`config.mk`:
```
export PLATFORM = sky130hd
export DESIGN_NAME = sax_enc_table
export DESIGN_NICKNAME = d
export VERILOG_FILES = /design/src/rtl/sax_enc_pkg.sv /design/src/rtl/sax_enc_table.sv
export SDC_FILE = /design/constraint.sdc
export NUM_CORES = 2
export LEC_CHECK = 0
export ABC_AREA = 1
export ABC_CLOCK_PERIOD_IN_PS = 2300
export BUFFER_PORTS_ARGS = -buffer_cell sky130_fd_sc_hd__buf_2
export CAP_MARGIN = 20
export CELL_PAD_IN_SITES_DETAIL_PLACEMENT = 0
export CELL_PAD_IN_SITES_GLOBAL_PLACEMENT = 1
export CORE_MARGIN = 2
export CORE_UTILIZATION = 50
export DETAILED_ROUTE_END_ITERATION = 8
export PLACE_DENSITY = 0.72
export SYNTH_ARGS = -nofsm -noshare
export SYNTH_HDL_FRONTEND = slang
export SYNTH_SLANG_ARGS = --single-unit
```
`constraint.sdc`:
```
create_clock -name clk -period 2.3 [get_ports clk]
set_clock_uncertainty 0.15 [all_clocks]
set_input_delay 0.115 -clock clk [delete_from_list [all_inputs] [get_ports clk]]
set_output_delay 0.115 -clock clk [all_outputs]
set_load 0.03 [all_outputs]
```
`src/rtl/sax_enc_pkg.sv`:
```
// sax_enc_pkg: shared constants, payload structs and control structs
// of the SAX symbol encoder; used by every file in rtl/
// no dependencies
package sax_enc_pkg;

	// table and arithmetic sizes
	localparam int TABLE_DEPTH        = 256;
	localparam int ADDR_W             = $clog2(TABLE_DEPTH);
	localparam int SLOT_W             = 9;
	localparam int SAMPLE_WIDTH       = 16;
	localparam int MAX_SEGMENT_LENGTH = 1024;
	localparam int LEN_W              = 11;
	localparam int CNT_W              = (MAX_SEGMENT_LENGTH > 1) ? $clog2(MAX_SEGMENT_LENGTH) : 1;
	localparam int MAX_SEGMENTS       = 256;
	localparam int SEGS_W             = 9;
	localparam int SEG_IDX_W          = 8;
	localparam int SYMBOL_W           = 8;
	localparam int SUM_W              = SAMPLE_WIDTH + CNT_W;
	localparam int PROD_W             = SAMPLE_WIDTH + LEN_W + 1;

	// configuration port
	localparam int PADDR_W = 3;
	localparam int PDATA_W = 32;
	localparam logic REG_SEG_LEN   = 1'b0;
	localparam logic REG_SEG_COUNT = 1'b1;
	localparam logic [LEN_W-1:0]  SEG_LEN_RESET   = LEN_W'(16);
	localparam logic [SEGS_W-1:0] SEG_COUNT_RESET = SEGS_W'(16);

	// operation codes
	localparam logic OP_WRITE  = 1'b0;
	localparam logic OP_SAMPLE = 1'b1;

	// input transaction
	typedef struct packed {
		logic                           operation;
		logic [SLOT_W-1:0]              table_slot;
		logic signed [SAMPLE_WIDTH-1:0] value;
	} in_item_t;

	// output transaction
	typedef struct packed {
		logic [SYMBOL_W-1:0]  symbol;
		logic [SEG_IDX_W-1:0] segment_index;
		logic                 last_segment;
	} out_item_t;

	// table write port
	typedef struct packed {
		logic                           en;
		logic [ADDR_W-1:0]              addr;
		logic signed [SAMPLE_WIDTH-1:0] data;
	} tbl_wr_t;

	// search unit status
	typedef struct packed {
		logic busy;
		logic done;
	} srch_status_t;

endpackage

```
`src/rtl/sax_enc_table.sv`:
```
// sax_enc_table: breakpoint memory, one write port and one registered read port
// depends on sax_enc_pkg
module sax_enc_table (
	input  logic                                        clk,
	input  sax_enc_pkg::tbl_wr_t                        wr,
	input  logic [sax_enc_pkg::ADDR_W-1:0]              rd_addr,
	output logic signed [sax_enc_pkg::SAMPLE_WIDTH-1:0] rd_data
);
	import sax_enc_pkg::*;

	logic signed [SAMPLE_WIDTH-1:0] mem [TABLE_DEPTH];

	// write and registered read
	always_ff @(posedge clk) begin
		if (wr.en) begin
			mem[wr.addr] <= wr.data;
		end
		rd_data <= mem[rd_addr];
	end

endmodule

```
# Yosys cells after proc, flatten, opt, wreduce, memory -nomap -nowiden
# Memory sizes are Yosys's and may differ from the RTL's. A register that Yosys moved wholly into a read port is not among the register bits.
# Cells that the tools add are included.
classes:
  muxes: 2
  reduce_logical: 0
  bitwise_logic: 0
  div_mod_pow: 0
  n_mul: 0
  n_shift: 0
  n_eq_ne: 0
  add_sub_neg: 0
  n_lt_le_gt_ge: 0
op_table:
  columns: ["cell", "count"]
  rows:
  - ["$mux 1", 2]
word_totals:
  n_memories: 1
  word_cells: 3
  ram_bits: 4096
  out_inout_bits: 16
  ff_bits: 0
  latch_bits: 0
  romBits: 0
memory_table:
  columns: ["memory", "depth", "word_bits", "rd", "rd_ports_with_merged_regs", "write_ports", "line_no", "source"]
  rows:
  - ["mem", 256, 16, 1, 1, 1, "sax_enc_table.sv:11", "logic signed [SAMPLE_WIDTH-1:0] mem [TABLE_DEPTH];"]

# Logic depth before layout (Yosys ltp)
logic_depth:
  ltp_word: 2
  ltp_mapped: 15

# Worst setup path before layout
# No wires, ideal clock.
synth_path:
  path_kind: "input to register"
  startpoint: "input wr[24] (netlist bit)"
  endpoint: "memory mem[164][0] (enable)"
  setup_slack_ns: 0.195
  setup_time_ns: 0.388
  cell_stages: 4
  arrival_time_ns: 1.567
  path_buffers: 2
  cell_sequence: "clkbuf_1 nand3_1 clkbuf_1 nor2_1"
synth_via:
  elab_chain_cells: 2
synth_rtl:
  columns: ["element", "line_no", "source"]
  rows:
  - ["start, declared", "sax_enc_table.sv:5", "input sax_enc_pkg::tbl_wr_t wr,"]
  - ["$mux 1", "sax_enc_table.sv:15", "if (wr.en) begin"]
  - ["$mux 1 (not written as such)", "sax_enc_table.sv:16", "mem[wr.addr] <= wr.data;"]
  - ["end, declared", "sax_enc_table.sv:11", null]
# No other way between the ends.

==> results.env <==
VIA_PER_INST=5.897
HOLD_PATH_STARTPOINT='wr[15]'
CTS_INSERTED_BUFFERS=424
GRTUSAGETOTAL=0.3033
CORE_REGION_AREA_SQ_UM=330000
FINAL_CELLS=19098
DIE_OUTLINE_AREA_SQ_UM=336000
CTS.REPAIR_TIMING.SETUP_BUFFER_COUNT=0
CLOCK_TREE.ROOT_CELL='sky130_fd_sc_hd__clkbuf_16'
WL_UM=518200
SWITCHING_SHARE=0.2293
TIMING.HOLD.WS_PS=59.39
GRT_FIRST_PASS_WIRELENGTH_UM=747800
POWER.NET_SWITCHING_W=0.03678
MIN_TO='mem[112][15]$_DFFE_PP_'
DRIVE_GT1_FRAC=0.1260
RRSETUPSLACK_PS=6
WORST-PATH-MAX-FANOUT=1
WORST_SETUP_PATH_END_KIND='flip-flop'
WORST_PATH_MAX_DELAY_CELL='sky130_fd_sc_hd__nand3_1'
MAXSLEWHEADROOM=0.2628
STARTING_DENSITY_OF_THE_CORE=0.5021
ROUTE.DETAILED.WL_PER_INST_UM=27.13
WORST_EP_ARRIVAL_TIME_PS=2980
CRITICAL-PATH-TOP-CELL-BY-COUNT='sky130_fd_sc_hd__nand3_1'
SEQUENTIALPOWERSHARE=0.516
ORIGIN_OF_THE_CRITICAL_FLOP_TO_FLOP_PATH='mem[33][9]$_DFFE_PP_'
POST-ROUTE-MIN-PERIOD_PS=2294
SYNTH_SEQUENTIAL_AREA_RATIO=0.7442
SLEW_VIOLS_FINAL=0
CRITICAL-PATH-TOP-DELAY-FAMILY='simple AND/OR/NAND/NOR gates'
RSZ0062_AT_GRT='no'
INITIALDRTVIOLATIONCOUNT=15083
POSTSYNTHREGISTERBITS=4112
POWER.COMBINATIONAL.FRACTION=0.072
ANTENNA_FOUND_INITIAL=24
BUFFER_PORTS.INSERTED=49
PATH_CELLS='nand2_1, nand3_1, nand3_1, nand3_1, nand3_1, nand3_1, nand3_1, nand2_1, nand2_1, nand2_1'
SYNTHESIS.AREA_SQ_UM=165700
DRV.MAX_CAP_VIOLATION_COUNT=0
IOS=50
YOSYSUNIQUECELLTYPES=15
ROUTED-VIA-COUNT=112629
WORST_SETUP_HOLD_PATH_CLK_SLEW_PS=60
DPL.CELL_COUNT=18286
TIMING.CRITICAL_PATH.SLOWEST_CELL_DELAY_PS=380
TOTAL_POWER_W=0.1604
GRT_START_MAX_NET_PINS=100
DETAIL_ROUTE.DRC_VIOLATIONS=0
CTS_NUM_SINKS=4112
ROW_COUNT=211
LEAK_nW=69.21
SYNTH_NETS=13651
WORST_PIN_SLEW_PS=1102
SYNTH_AREA_PER_CELL_SQ_UM=12.17
FINAL-SETUP-VIOL-COUNT=0
P_PER_AREA_nW_PER_UM2=824.5
PATH_BUF_INV=0
YOSYSWARNINGS=0
DRT.ANTENNA.VIOLATING_NETS=0
TRITONCTS_CLOCK_TREE='yes'
POST_SYN_INSTANCES=13617
FIN_NETS=14417
WORST-SETUP-PATH-TYPE='flip-flop to flip-flop'
DIEWIDTH_UM=579.7
DRT_PASS1_ITERATIONS=8
WHS_PATH_DEPTH=2
CTS-ROOT-TO-SINK-BUFFERS=4
FIN_TNS_SETUP_PS=0
DP_HPWL_UM=319800
IR_WORST_VDD_V=0.0006609
TIMING.HOLD.WORST.CLASS='input pin to flip-flop'
REG2REG_DEPTH=10
SYN_TO_FINAL_GROWTH_PCT=17.42
GRT_PASS1_VIAS=107093
CRITICAL_PATH.REG2REG.ENDPOINT='rd_data[9]$_DFF_P_'
FINAL_MIN_PERIOD_OVER_CLOCK_PERIOD=0.9974
HOLD_VIOL=0
DIE_H_UM=579.7
CRIT_REQUIRED_PS=2990
POWER.INTERNAL_W=0.1236
MAX_CLOCK_FREQ_MHz=435.9
CLOCK_POWER_SHARE=0.413
GLOBALROUTE.TOTALOVERFLOW=0
HTREE_LEVELS=5
WORSTSKEWPAIRLATENCY_PS=990
FINALWEIGHTEDCONGESTION=0.9151
STATUS='finished, final reports clean'
CRITPATHLAUNCHTYPE='flip-flop'
==> power by group through the flow <==
stage / Clock [W] / Sequential (W) / Combinational, W
after global routing: 0.0700 / 0.0827 / 0.0122
final: 0.0662 / 0.0827 / 0.0115
after floorplan: 0 / 0.0843 / 0.00511
after CTS: 0.0669 / 0.0827 / 0.0114
after detailed placement: 0 / 0.0843 / 0.0113
after global placement: 0 / 0.0843 / 0.0112
==> stage by stage <==
step / utilization / setup slack [ps] / instance area [sq um]
floorplan: - / 194.6 / 165700
global placement: 0.5485 / -626.4 / 181000
detailed placement: 0.5485 / -641.5 / 181000
CTS: 0.5895 / 30.34 / 194500
global route: 0.5895 / 7.160 / 194600
finish: 0.5896 / 6.066 / 194600
==> registers in the layout (all words and copies together), names as in the netlist <==
| signal | cells |
|---|---|
| rd_data | 16 |
| mem | 4096 |
==> cell usage after synthesis, drive strengths merged <==
| cell | count | area [sq um] |
|---|---|---|
| buf | 783 | 4596 |
| clkbuf | 154 | 578.1 |
| dfxtp | 16 | 320.3 |
| edfxtp | 4096 | 123000 |
| inv | 39 | 151.4 |
| nand2 | 4211 | 15810 |
| nand3 | 4035 | 20190 |
| nor2 | 283 | 1062 |
==> placed cells by master, fill, tap and decap left out, drive strengths merged <==
cell and count:
nand3 4035, dlygate4sd3 37, inv 52, buf 1240, diode 11, bufinv 28
clkinv 168, edfxtp 4096, nor2 283, nand2 4211, clkinvlp 10, clkbuf 545
dfxtp 16
==> metal layers <==
metal / share of wire / track usage / routed length, um / up-vias
met5: 0.00013 / 0 / 66 / -
met4: 0.048 / 0.1288 / 24870 / 12
met3: 0.088 / 0.04483 / 45410 / 877
met2: 0.46 / 0.4717 / 238400 / 5559
met1: 0.40 / 0.4292 / 209400 / 55953
li1: - / - / - / 50228
==> cell type report <==
cell class / count / area (sq um)
multi-input combinational: 8529 / 37190
sequential: 4112 / 123300
inverter: 39 / 198.9
clock buffer: 545 / 11330
tap: 4366 / 5463
fill: 26265 / 135400
timing repair buffer: 1277 / 15210
antenna: 11 / 27.53
clock inverter: 219 / 1829
==> timing repair <==
item,CTS,global route
hold buffers,37,0
resized for setup,1,2
setup endpoints to repair,1,2
hold endpoints to repair,4820,0
==> worst max-delay path by stage <==
stage / endpoint / cells past startpoint / slack, ps / start
finish: rd_data[9]$_DFF_P_ / 10 / 6 / mem[33][9]$_DFFE_PP_
global route: rd_data[9]$_DFF_P_ / 10 / 7 / mem[33][9]$_DFFE_PP_
CTS: rd_data[14]$_DFF_P_ / 11 / 30 / mem[103][14]$_DFFE_PP_
detailed placement: rd_data[10]$_DFF_P_ / 14 / -640 / rd_addr[1]
global placement: rd_data[10]$_DFF_P_ / 14 / -630 / rd_addr[1]
floorplan: mem[164][0]$_DFFE_PP_ / 4 / 190 / wr[24]
==> cells by family after synthesis <==
family,share of synthesized area
simple gates,0.2237
buf+inv,0.03214
flops,0.7442
(Power assumes the default switching activity.)
