--- src/rtl/sax_enc_pkg.sv ---
// sax_enc_pkg: shared constants, payload structs and control structs
// of the SAX symbol encoder; used by every file in rtl/
// no dependencies
package sax_enc_pkg;

	// table and arithmetic sizes
	localparam int TABLE_DEPTH        = 256;
	localparam int ADDR_W             = $clog2(TABLE_DEPTH);
	localparam int SLOT_W             = 9;
	localparam int SAMPLE_WIDTH       = 16;
	localparam int MAX_SEGMENT_LENGTH = 1024;
	localparam int LEN_W              = 11;
	localparam int CNT_W              = (MAX_SEGMENT_LENGTH > 1) ? $clog2(MAX_SEGMENT_LENGTH) : 1;
	localparam int MAX_SEGMENTS       = 256;
	localparam int SEGS_W             = 9;
	localparam int SEG_IDX_W          = 8;
	localparam int SYMBOL_W           = 8;
	localparam int SUM_W              = SAMPLE_WIDTH + CNT_W;
	localparam int PROD_W             = SAMPLE_WIDTH + LEN_W + 1;

	// configuration port
	localparam int PADDR_W = 3;
	localparam int PDATA_W = 32;
	localparam logic REG_SEG_LEN   = 1'b0;
	localparam logic REG_SEG_COUNT = 1'b1;
	localparam logic [LEN_W-1:0]  SEG_LEN_RESET   = LEN_W'(16);
	localparam logic [SEGS_W-1:0] SEG_COUNT_RESET = SEGS_W'(16);

	// operation codes
	localparam logic OP_WRITE  = 1'b0;
	localparam logic OP_SAMPLE = 1'b1;

	// input transaction
	typedef struct packed {
		logic                           operation;
		logic [SLOT_W-1:0]              table_slot;
		logic signed [SAMPLE_WIDTH-1:0] value;
	} in_item_t;

	// output transaction
	typedef struct packed {
		logic [SYMBOL_W-1:0]  symbol;
		logic [SEG_IDX_W-1:0] segment_index;
		logic                 last_segment;
	} out_item_t;

	// table write port
	typedef struct packed {
		logic                           en;
		logic [ADDR_W-1:0]              addr;
		logic signed [SAMPLE_WIDTH-1:0] data;
	} tbl_wr_t;

	// search unit status
	typedef struct packed {
		logic busy;
		logic done;
	} srch_status_t;

endpackage

--- src/rtl/sax_enc_search.sv ---
// sax_enc_search: binary search over the breakpoint table with one shared
// multiplier and comparator; each step passes through the address, multiply and compare states
// depends on sax_enc_pkg; reads the table through sax_enc_table
module sax_enc_search (
	input  logic                                        clk,
	input  logic                                        arst_n,
	input  logic                                        start,
	input  logic signed [sax_enc_pkg::SUM_W-1:0]        sum,
	input  logic [sax_enc_pkg::LEN_W-1:0]               seg_len,
	input  logic                                        take,
	output logic [sax_enc_pkg::ADDR_W-1:0]              rd_addr,
	input  logic signed [sax_enc_pkg::SAMPLE_WIDTH-1:0] rd_data,
	output sax_enc_pkg::srch_status_t                   status,
	output logic [sax_enc_pkg::SYMBOL_W-1:0]            symbol
);
	import sax_enc_pkg::*;

	localparam logic [2:0] S_IDLE = 3'd0;
	localparam logic [2:0] S_ADDR = 3'd1;
	localparam logic [2:0] S_MUL  = 3'd2;
	localparam logic [2:0] S_CMP  = 3'd3;
	localparam logic [2:0] S_DONE = 3'd4;

	logic [2:0]               state_q;
	logic [ADDR_W-1:0]        lo_q;
	logic [ADDR_W-1:0]        hi_q;
	logic signed [SUM_W-1:0]  sum_q;
	logic [LEN_W-1:0]         len_q;
	logic signed [PROD_W-1:0] prod_q;
	logic [ADDR_W:0]          mid_w;
	logic [ADDR_W-1:0]        mid;
	logic                     below;
	logic [ADDR_W-1:0]        lo_n;
	logic [ADDR_W-1:0]        hi_n;

	// upper midpoint of the open range
	always_comb begin
		mid_w = ({1'b0, lo_q} + {1'b0, hi_q} + (ADDR_W + 1)'(1)) >> 1;
		mid   = mid_w[ADDR_W-1:0];
	end

	// slot mid lives at index mid-1
	assign rd_addr = mid - ADDR_W'(1);

	// range update from the scaled breakpoint compare
	always_comb begin
		below = prod_q < PROD_W'(sum_q);
		lo_n  = lo_q;
		hi_n  = hi_q;
		if (below) begin
			lo_n = mid;
		end else begin
			hi_n = mid - ADDR_W'(1);
		end
	end

	// sequencer
	always_ff @(posedge clk or negedge arst_n) begin
		if (!arst_n) begin
			state_q <= S_IDLE;
			lo_q    <= '0;
			hi_q    <= '0;
		end else begin
			unique case (state_q)
				S_IDLE: begin
					if (start) begin
						state_q <= S_ADDR;
						lo_q    <= '0;
						hi_q    <= ADDR_W'(TABLE_DEPTH - 1);
					end
				end
				S_ADDR: begin
					state_q <= S_MUL;
				end
				S_MUL: begin
					state_q <= S_CMP;
				end
				S_CMP: begin
					lo_q    <= lo_n;
					hi_q    <= hi_n;
					state_q <= (lo_n == hi_n) ? S_DONE : S_ADDR;
				end
				S_DONE: begin
					if (take) begin
						state_q <= S_IDLE;
					end
				end
				default: begin
					state_q <= S_IDLE;
				end
			endcase
		end
	end

	// operand capture and shared multiplier
	always_ff @(posedge clk) begin
		if (start && state_q == S_IDLE) begin
			sum_q <= sum;
			len_q <= seg_len;
		end
		if (state_q == S_MUL) begin
			prod_q <= $signed(rd_data) * $signed({1'b0, len_q});
		end
	end

	assign status.busy = (state_q != S_IDLE);
	assign status.done = (state_q == S_DONE);
	assign symbol      = SYMBOL_W'(lo_q);

	// checks
	a_range_ordered: assert property (@(posedge clk) disable iff (!arst_n)
		status.busy |-> lo_q <= hi_q)
		else $error("search range inverted");
	a_done_closed: assert property (@(posedge clk) disable iff (!arst_n)
		state_q == S_DONE |-> lo_q == hi_q)
		else $error("search finished with open range");
	a_start_idle: assert property (@(posedge clk) disable iff (!arst_n)
		start |-> state_q == S_IDLE)
		else $error("search started while busy");
	a_mul_then_cmp: assert property (@(posedge clk) disable iff (!arst_n)
		state_q == S_MUL |=> state_q == S_CMP)
		else $error("compare step skipped");

endmodule
--- config.mk ---
export PLATFORM = sky130hd
export DESIGN_NAME = sax_enc_search
export DESIGN_NICKNAME = d
export VERILOG_FILES = /design/src/rtl/sax_enc_pkg.sv /design/src/rtl/sax_enc_search.sv
export SDC_FILE = /design/constraint.sdc
export NUM_CORES = 1
export LEC_CHECK = 0
export ABC_CLOCK_PERIOD_IN_PS = 5700
export BUFFER_PORTS_ARGS = -buffer_cell sky130_fd_sc_hd__buf_2
export CORE_UTILIZATION = 58
export CTS_BUF_LIST = sky130_fd_sc_hd__clkbuf_8
export CTS_CLUSTER_SIZE = 12
export DETAILED_ROUTE_END_ITERATION = 8
export HOLD_SLACK_MARGIN = 0.12
export PLACE_DENSITY = 0.83
export SLEW_MARGIN = 20
export SYNTH_ARGS = -nofsm -noshare
export SYNTH_HDL_FRONTEND = slang
export SYNTH_SLANG_ARGS = --single-unit
--- constraint.sdc ---
create_clock -name clk -period 5.7 [get_ports clk]
set_input_delay 0.285 -clock clk [delete_from_list [all_inputs] [get_ports clk]]
set_output_delay 0.285 -clock clk [all_outputs]
set_load 0.05 [all_outputs]
==> Word level (Yosys, flattened, before mapping) <==
Index checks and enable logic that the tools add are counted.
{ "op_classes": {"add_sub_neg": 3, "multipliers": 1, "div_mod_pow": 0, "order_cmp": 1, "eq_ne": 7, "n_shift": 0, "n_mux": 10, "n_bitwise": 0, "n_reduce_logical": 6} }
{ "op_table": {"columns": ["op", "count"], "rows": [
  ["8-bit two-way mux", 4],
  ["8-bit case mux with 2 select lines", 2],
  ["28-bit by 26-bit less-than comparator with 1-bit output", 1],
  ["16-bit by 12-bit multiplier with 28-bit output", 1],
  ["3-bit case mux with 5 select lines", 1],
  ["8-bit by 8-bit adder with 9-bit output", 1],
  ["9-bit by 1-bit adder with 9-bit output, second input constant", 1],
  ["3-bit two-way mux", 3],
  ["8-bit equality test", 1],
  ["8-bit by 1-bit subtractor with 8-bit output, second input constant", 1],
  ["3-bit by 2-bit equality test with 1-bit output, second input constant", 2],
  ["2-bit != test, second input constant", 2],
  ["2-bit AND reduction", 2],
  ["3-bit by 1-bit equality test with 1-bit output, second input constant", 1],
  ["3-bit equality test, second input constant", 1],
  ["3-bit logical NOT", 1],
  ["3-bit nonzero test", 1],
  ["2-bit nonzero test", 1],
  ["1-bit logical AND", 1]
]} }
{ "word_totals": {"reg_bits": 84, "latchBits": 0, "ramBits": 0, "romBits": 0, "inputBits": 57, "elab_cells": 34, "memories": 0} }

==> Longest topological paths before layout <==
Gate-level depths: netlist of the first run.
{ "depth": {"depth_word": 7, "ltp_mapped": 22, "depth_no_buf": 21} }

==> Worst setup path before layout of the first run <==
Ideal clock, no wire load.
{ "synth_timing": {"kind": "register to register", "from": "reg len_q[3]", "to": "reg prod_q[21] (data pin)", "setup_time_ps": 195, "arrival_time_ps": 5486, "slack_ps": 19, "path_stages_with_launch": 21, "n_path_buf": 1, "synth_period_minus_slack_ps": 5681, "path_cell_list": "edfxtp_1 clkbuf_1 nand2_1 fa_1 fa_1 fa_1 inv_1 fa_1 inv_1 fa_1 inv_1 ha_1 a21o_1 a21oi_1 a21boi_0 a21oi_1 a211oi_1 o31a_1 o21ai_0 or4b_2 o311ai_0"} }
{ "synth_between": {"elab_chain_cells": 1} }
{ "synth_lines": {"columns": ["item", "line_no", "rtl"], "rows": [
  ["start: declaration", "sax_enc_search.sv:28", "logic [LEN_W-1:0] len_q;"],
  ["start signal: assignment", "sax_enc_search.sv:99", "len_q <= seg_len;"],
  ["16-bit by 12-bit multiplier with 28-bit output", "sax_enc_search.sv:102", "prod_q <= $signed(rd_data) * $signed({1'b0, len_q});"],
  ["end signal: assignment", "sax_enc_search.sv:102", null],
  ["end: declaration", "sax_enc_search.sv:29", "logic signed [PROD_W-1:0] prod_q;"]
]} }
No other way between the ends.
A chain may end at the register's enable or synchronous reset.

==> Worst setup path after layout of the first run <==
{ "layout_timing": {"from": "reg len_q[5]", "to": "reg prod_q[27] (data pin)"} }
The elaborated chain is that of the path after synthesis.

==> results by group, run 1 <==
Run status
  • Outcome: finished, violations left
  • Failing checks: DRC

Floorplanning
  • I/O pin count: 75
  • Initial Util: around three fifths
  • Area of the die: just under 20000 µm²
  • Core Rows: 49
  • Die width: roughly 140 µm
  • Core Box Area: between 15000 and 20000 µm²
  • Die height: around 140 µm

Synthesis
  • Mean post-synth cell area: approximately 9.5 µm²
  • Synth area leader: fa_1
  • Post-Syn Area: 10820 µm²
  • Number of synthesized flops with an enable pin: 65
  • Synth cell types: slightly below 70
  • Ranking of synthesized cells by area: fa_1 30%, edfxtp_1 18%, ha_1 11%, inv_1 9.6%, nand2_1 5.5%
  • Ys async rst share: 22.62%
  • Syn Nets: between 1000 and 1500
  • Synth top area share: about 30%
  • Seq/Total Area, Yosys: about 22%
  • Synth Instances: approximately 1100
  • Ys flop type: edfxtp_1
  • Post-synthesis register bit count: 84
  • Syn. warnings: 0

STA
  • Fmax: ~0.18 GHz
  • Hold Vio Cnt, Final: 0
  • Worst Skew: between 0.02 and 0.025 ns
  • Max-slew headroom: 31.38%
  • Final Cycle Share: a little over nine tenths
  • Crit path time final: between 5 and 6 ns
  • Final setup violation count: 0
  • Worst slew pin tran: around 1.0 ns
  • Slew Viols, Final: 0

Min path
  • Hold Crit Depth: 3
  • Tightest Hold Check Type: in2reg
  • Worst Hold Endpoint: state_q[2]
  • Hold_sp: take

Global route
  • Gr usage total: 24.99%
  • First-pass GRT wire length: between 30000 and 40000 µm
  • GRT Residual Overflow: 0
  • Largest net degree at the start of global routing: between 40 and 50
  • Initial antenna violation count: 0
  • Number of global-route vias before repair: 8318

Clock tree
  • Clk slew on worst S/H paths: 0.10 ns
  • Clock Sinks: 84
  • CTS max path bufs: 2
  • TritonCTS buffer count: 9
  • H-tree depth: 3
  • Worst skew pair latency: 0.39 ns
  • CTS root buffer: clkbuf_8
  • TritonCTS clock tree: built

Job
  • Number of max-cap violations: 0

Detailed routing
  • WL/cell: ~15 µm
  • Total number of vias: slightly below 8000
  • DRC: 6
  • Detailed Route Iter0 Violations: between 400 and 500
  • Vias per cell: 5.297
  • Drt first pass iters: 6
  • Post-DRT Antenna Nets: 0
  • Final wirelength: approximately 23000 µm

Placed design
  • RePlAce Congestion: a little over 0.9
  • DP HPWL: 17870 µm
  • Number of port buffers: between 70 and 80

Cells and area
  • Final nets: 1578
  • Area occupied by multi-input gates: roughly 7300 µm²
  • Share of post-route cells with drive strength above 1: around an eighth
  • Filler cells: between 1000 and 1500
  • Register area: 2427 µm²
  • N_diodes: 0
  • Area grow syn2layout: 13.47%
  • Final Util: roughly two thirds

Critical path
  • Reg2Reg Depth: 19
  • Startpoint Class: register
  • FF-to-FF End: prod_q[27]
  • Crit path required time: 5.83 ns
  • Reg-to-Reg Start: len_q[5]
  • Max Fanout on Critical Path: 6
  • Worst EP arrival: 5.67 ns
  • Crit end category: register
  • Critical path class: reg2reg
  • R2r setup slk: about 0.16 ns
## per-layer routing
layer,vias up,share of wire (%),track usage (%)
met5,-,0,0
met4,0,1.8,7.688
met3,34,6.0,3.488
met2,241,49,42.51
li1,3772,-,-
met1,3878,44,33.40
## cell usage in the layout (no fill, tap or decap), types with 5 or more instances in the layout
| cell type | count |
|---|---|
| xor2_1 | 8 |
| dlygate4sd3_1 | 38 |
| buf_2 | 74 |
| mux2i_1 | 6 |
| nor2_1 | 35 |
| a21o_1 | 8 |
| edfxtp_1 | 65 |
| nand2_1 | 157 |
| o211ai_1 | 5 |
| ha_1 | 96 |
| buf_4 | 29 |
| a21oi_1 | 27 |
| buf_6 | 6 |
| fa_1 | 158 |
| nand3_1 | 12 |
| nor3_1 | 15 |
| nor2b_1 | 8 |
| o21ai_0 | 22 |
| dfrtp_1 | 19 |
| clkbuf_8 | 11 |
| inv_1 | 277 |
| xnor2_1 | 39 |
| and2_1 | 55 |
| and3_1 | 5 |
## Yosys cell counts (2+ instances only)
master / count
or3_1: 4
or4_1: 2
o31ai_1: 5
nor2b_1: 9
xor2_1: 8
and2_1: 55
a211oi_1: 4
mux2_2: 2
a21oi_1: 29
a21o_1: 8
a211o_1: 2
and4_1: 3
and3_1: 5
ha_1: 97
nand2_1: 159
o311ai_0: 2
nor4_1: 2
o211ai_1: 5
o21a_1: 3
nand3_1: 12
edfxtp_1: 65
a21oi_2: 2
nor2_1: 35
o21ai_0: 24
nand2b_1: 4
nand4_1: 4
clkbuf_1: 31
xnor2_1: 39
dfrtp_1: 19
nor3_1: 16
o22ai_1: 2
inv_1: 276
a31oi_1: 2
mux2i_1: 6
o21bai_1: 2
fa_1: 162
## sequential cells by signal, summed over array words and instances (netlist names)
register and count:
hi_q 8, len_q 11, prod_q 28, state_q 3
sum_q 26, symbol 8
## layout make-up
class | count | area share, %
clock buffers | 11 | 1.233
inverters | 277 | 8.468
well taps | 229 | 2.334
repair buffers | 147 | 8.438
clock inverters | 5 | 0.3057
multi-input cells | 743 | 59.45
flip-flops and latches | 84 | 19.77
## cells by family (layout without fill, tap and decap cells)
group                      count (synthesis)  count (layout)  synth area share, %
and+or+nand+nor                          320             320                13.95
buffers and inverters                    310             440                10.77
adders and majority gates                259             259                41.19
AOI/OAI and AO/OA                        107             107                6.742
DFF                                       84              84                22.43
xor gates and xnor gates                  49              49                4.163
muxes                                      8               8               0.7632
## worst max-delay path by stage
| stage | start | to | slack (ns) | cells past startpoint |
|---|---|---|---|---|
| finish | len_q[5] | prod_q[27] | 0.16 | 19 |
| global route | len_q[5] | prod_q[27] | -0.03 | 19 |
| CTS | len_q[3] | prod_q[21] | 0.005 | 20 |
| detailed placement | rd_data[6] | prod_q[21] | -0.05 | 20 |
| global placement | rd_data[6] | prod_q[21] | 0.12 | 20 |
| floorplan | len_q[3] | prod_q[21] | 0.02 | 20 |
## worst max-delay path, stage by stage (launching register included)
cell and delay (ns):
edfxtp_1 0.51, buf_6 0.18, buf_4 0.15, and2_1 0.15
fa_1 0.56, fa_1 0.47, fa_1 0.51, fa_1 0.49
inv_1 0.05, fa_1 0.48, inv_1 0.04, ha_1 0.36
a21o_1 0.21, a21oi_1 0.14, o21bai_1 0.11, a21o_1 0.21
nor3_2 0.16, a21oi_2 0.11, nor4_1 0.29, nor3_1 0.08
## per-stage QoR
stage | setup TNS [ns] | area, µm² | hold slack [ns] | std cells | setup slack (ns)
finish | 0 | 12280 | 0.1819 | 1496 | 0.1617
global route | -0.04808 | 12280 | 0.1916 | 1496 | -0.03202
CTS | 0 | 12120 | 0.1617 | 1487 | 0.004602
detailed placement | -0.05471 | 11510 | 0.2557 | 1428 | -0.05471
global placement | 0 | 11510 | 0.2491 | 1428 | 0.1186
floorplan | 0 | 10820 | -0.01059 | 1137 | 0.01884
## repair_timing
action                                  in CTS  in global routing
endpoints found under the setup margin       1                  4
gates resized for setup                      0                 26
buffers inserted                             5                  9
hold buffers                                38                  0
endpoints found under the hold margin       56                  0
pin swaps                                    0                 15
Power of run 1 is left out: the tool's default activity adds up to more than one toggle a clock period on the data nets, which glitch-free logic cannot reach.
==> inputs of run 2 (changes only) <==
--- a/config.mk
+++ b/config.mk
@@ -5,14 +5,14 @@
 export SDC_FILE = /design/constraint.sdc
 export NUM_CORES = 1
 export LEC_CHECK = 0
+export ABC_AREA = 1
 export ABC_CLOCK_PERIOD_IN_PS = 5700
 export BUFFER_PORTS_ARGS = -buffer_cell sky130_fd_sc_hd__buf_2
-export CORE_UTILIZATION = 58
-export CTS_BUF_LIST = sky130_fd_sc_hd__clkbuf_8
+export CORE_UTILIZATION = 57
 export CTS_CLUSTER_SIZE = 12
 export DETAILED_ROUTE_END_ITERATION = 8
 export HOLD_SLACK_MARGIN = 0.12
-export PLACE_DENSITY = 0.83
+export PLACE_DENSITY = 0.82
 export SLEW_MARGIN = 20
 export SYNTH_ARGS = -nofsm -noshare
 export SYNTH_HDL_FRONTEND = slang
==> run 2 against run 1 <==
  * The run now ends clean
  * Final cell count grew 17%
  * Largest cell class unchanged
  * Cell area rose by 3.4%
  * Worst setup slack worse by 0.026 ns
  * Synthesized area increased by 4.1%
  * Routed wire length up 9.6%
  * Sequential share of layout area down 0.65 points
  * Register-to-register slack lost 0.03 ns
  * Critical endpoint unchanged
  * Core utilization shrank 2.2 points
==> results by group, run 2 <==
Run status
  • Outcome: completed

STA
  • Slew Viols, Final: 0
  • Setup_tns: 0 ns
  • RSZ-0062 raised after global routing: no
  • Fmax: roughly 0.18 GHz
  • Final Cycle Share: 97.62%
  • Worst Skew: 0.01410 ns
  • Worst slew pin tran: roughly 0.65 ns
  • Crit path time final: around 5.6 ns
  • Final setup violation count: 0
  • Hold Vio Cnt, Final: 0
  • Max-slew headroom: between 50% and 60%

Global route
  • Initial antenna violation count: 0
  • First-pass GRT wire length: ~42000 µm
  • Gr usage total: a little over a quarter
  • Number of global-route vias before repair: 8944
  • Largest net degree at the start of global routing: 29
  • GRT Residual Overflow: 0

Clock tree
  • # resized after CTS: 0
  • Clk slew on worst S/H paths: roughly 0.08 ns
  • TritonCTS buffer count: 9
  • CTS root buffer: clkbuf_16
  • H-tree depth: 3
  • Worst skew pair latency: between 0.3 and 0.4 ns
  • TritonCTS clock tree: built
  • Clock Sinks: 84
  • CTS max path bufs: 2

Synthesis
  • Mean post-synth cell area: just over 8 µm²
  • Synth Instances: 1386
  • Synth cell types: 36
  • Syn. warnings: 0
  • Number of synthesized flops with an enable pin: 65
  • Most frequent cell after synthesis: nand2_1
  • Top post-synthesis cells by count: 400 x nand2_1, 384 x inv_1, 162 x fa_1
  • Ranking of synthesized cells by area: fa_1 29%, edfxtp_1 17%, nand2_1 13%, inv_1 13%, ha_1 11%
  • Seq/Total Area, Yosys: a little over a fifth
  • Post-synthesis register bit count: 84
  • Ys flop type: edfxtp_1
  • Ys async rst share: 22.62%
  • Syn Nets: 1702
  • Synth area leader: fa_1
  • Synth top area share: 28.78%
  • Post-Syn Area: 11270 µm²

Detailed routing
  • Detailed Route Iter0 Violations: between 500 and 600
  • Total number of vias: ~8900
  • Final wirelength: around 25000 µm
  • Post-DRT Antenna Nets: 0
  • WL/cell: about 14 µm
  • Vias per cell: 5.044
  • Drt first pass iters: 5
  • DRC: 0

Critical path
  • Crit path required time: about 5.8 ns
  • Crit end category: register
  • CP Cell Sequence: nand2_1 -> fa_1 -> inv_1 -> fa_1 -> fa_1 -> fa_1 -> inv_1 -> fa_1 -> inv_1 -> ha_1 -> a21oi_1 -> o21ai_0 -> a21oi_1 -> nand3_1 -> a211oi_1 -> xor2_1
  • Max Fanout on Critical Path: 6
  • Worst path bufs/invs: 3
  • Worst path top cell family by delay: adder cells
  • CP peak stage delay: a little over 0.6 ns
  • Cell mode on critical path: fa_1
  • Slowest-stage cell, CP: fa_1
  • Worst EP arrival: about 5.7 ns
  • Startpoint Class: register
  • Critical path class: reg2reg

Cells and area
  • Regs by FF count: prod_q x28, sum_q x26, len_q x11
  • N_diodes: 0
  • Final Util: around 65%
  • Area grow syn2layout: 12.64%
  • Filler cells: ~1600
  • Max reg flops: 28
  • Most frequent cells in the layout: 400 x nand2_1, 383 x inv_1, 162 x fa_1
  • Share of post-route cells with drive strength above 1: under 10%
  • Commonest non-fill, non-tap cell in the layout: nand2_1
  • Final nets: roughly 1800
  • Largest Register: prod_q

Placed design
  • Number of port buffers: 74
  • RePlAce Congestion: 0.8913
  • DP HPWL: just under 20000 µm

Job
  • Number of max-cap violations: 0

Floorplanning
  • Die height: 142.6 µm
  • Core Rows: 51
  • I/O pin count: between 70 and 80
  • Die width: approximately 140 µm
  • Initial Util: between 50% and 60%
  • Core Box Area: between 15000 and 20000 µm²
  • Area of the die: ~20000 µm²

Min path
  • Tightest Hold Check Type: in2reg
==> run 2: cell families after synthesis <==
family / synth area share [%]
buf+inv: 14.59
fa+ha+maj: 39.55
simple gates: 17.53
xor+xnor: 2.410
compound gates: 4.375
flops: 21.54
==> run 2: final timing paths <==
check,to,start,cells past startpoint,slack (ns)
min in group asynchronous,symbol[0],arst_n,2,0.41
worst max register to register,prod_q[27],len_q[3],16,0.14
worst min-delay path,len_q[5],seg_len[5],1,0.12
worst max-delay path,prod_q[27],len_q[3],16,0.14
worst min register to register,state_q[0],state_q[0],1,0.52
max in group asynchronous,symbol[3],arst_n,2,4.98
==> run 2: cell type report <==
class | count | area [µm²] | area share, %
timing repair buffer | 133 | 933.4 | 7.354
clock buffer | 9 | 225.2 | 1.774
clock inverter | 7 | 127.6 | 1.006
tap | 265 | 331.6 | 2.612
sequential | 84 | 2427 | 19.12
inverter | 385 | 1445 | 11.39
multi-input combinational | 873 | 7202 | 56.74
==> run 2: through the flow <==
stage / hold WS (ns) / setup WS [ns] / std cells / cell area, µm²
4_1_cts: 0.1224 / 0.002493 / 1735 / 12500
6_report: 0.1233 / 0.1355 / 1756 / 12690
3_5_place_dp: 0.2440 / 0.06014 / 1686 / 11810
2_1_floorplan: -0.01059 / 0.5373 / 1386 / 11270
3_3_place_gp: 0.2466 / 0.1961 / 1686 / 11810
5_1_grt: 0.1220 / 0.004049 / 1756 / 12690
==> run 2: metal layers <==
metal	share of wire, %	track usage [%]
met4	2.5	9.338
met2	48	44.97
met3	6.2	4.946
met5	0	0
met1	43	33.62
==> run 2: repair_timing <==
item | 4_1_cts | 5_1_grt
setup buffers | 0 | 20
hold buffers | 33 | 1
endpoints found under the hold margin | 51 | 1
setup endpoints to repair | 0 | 7
Power of run 2 is left out for the same reason.
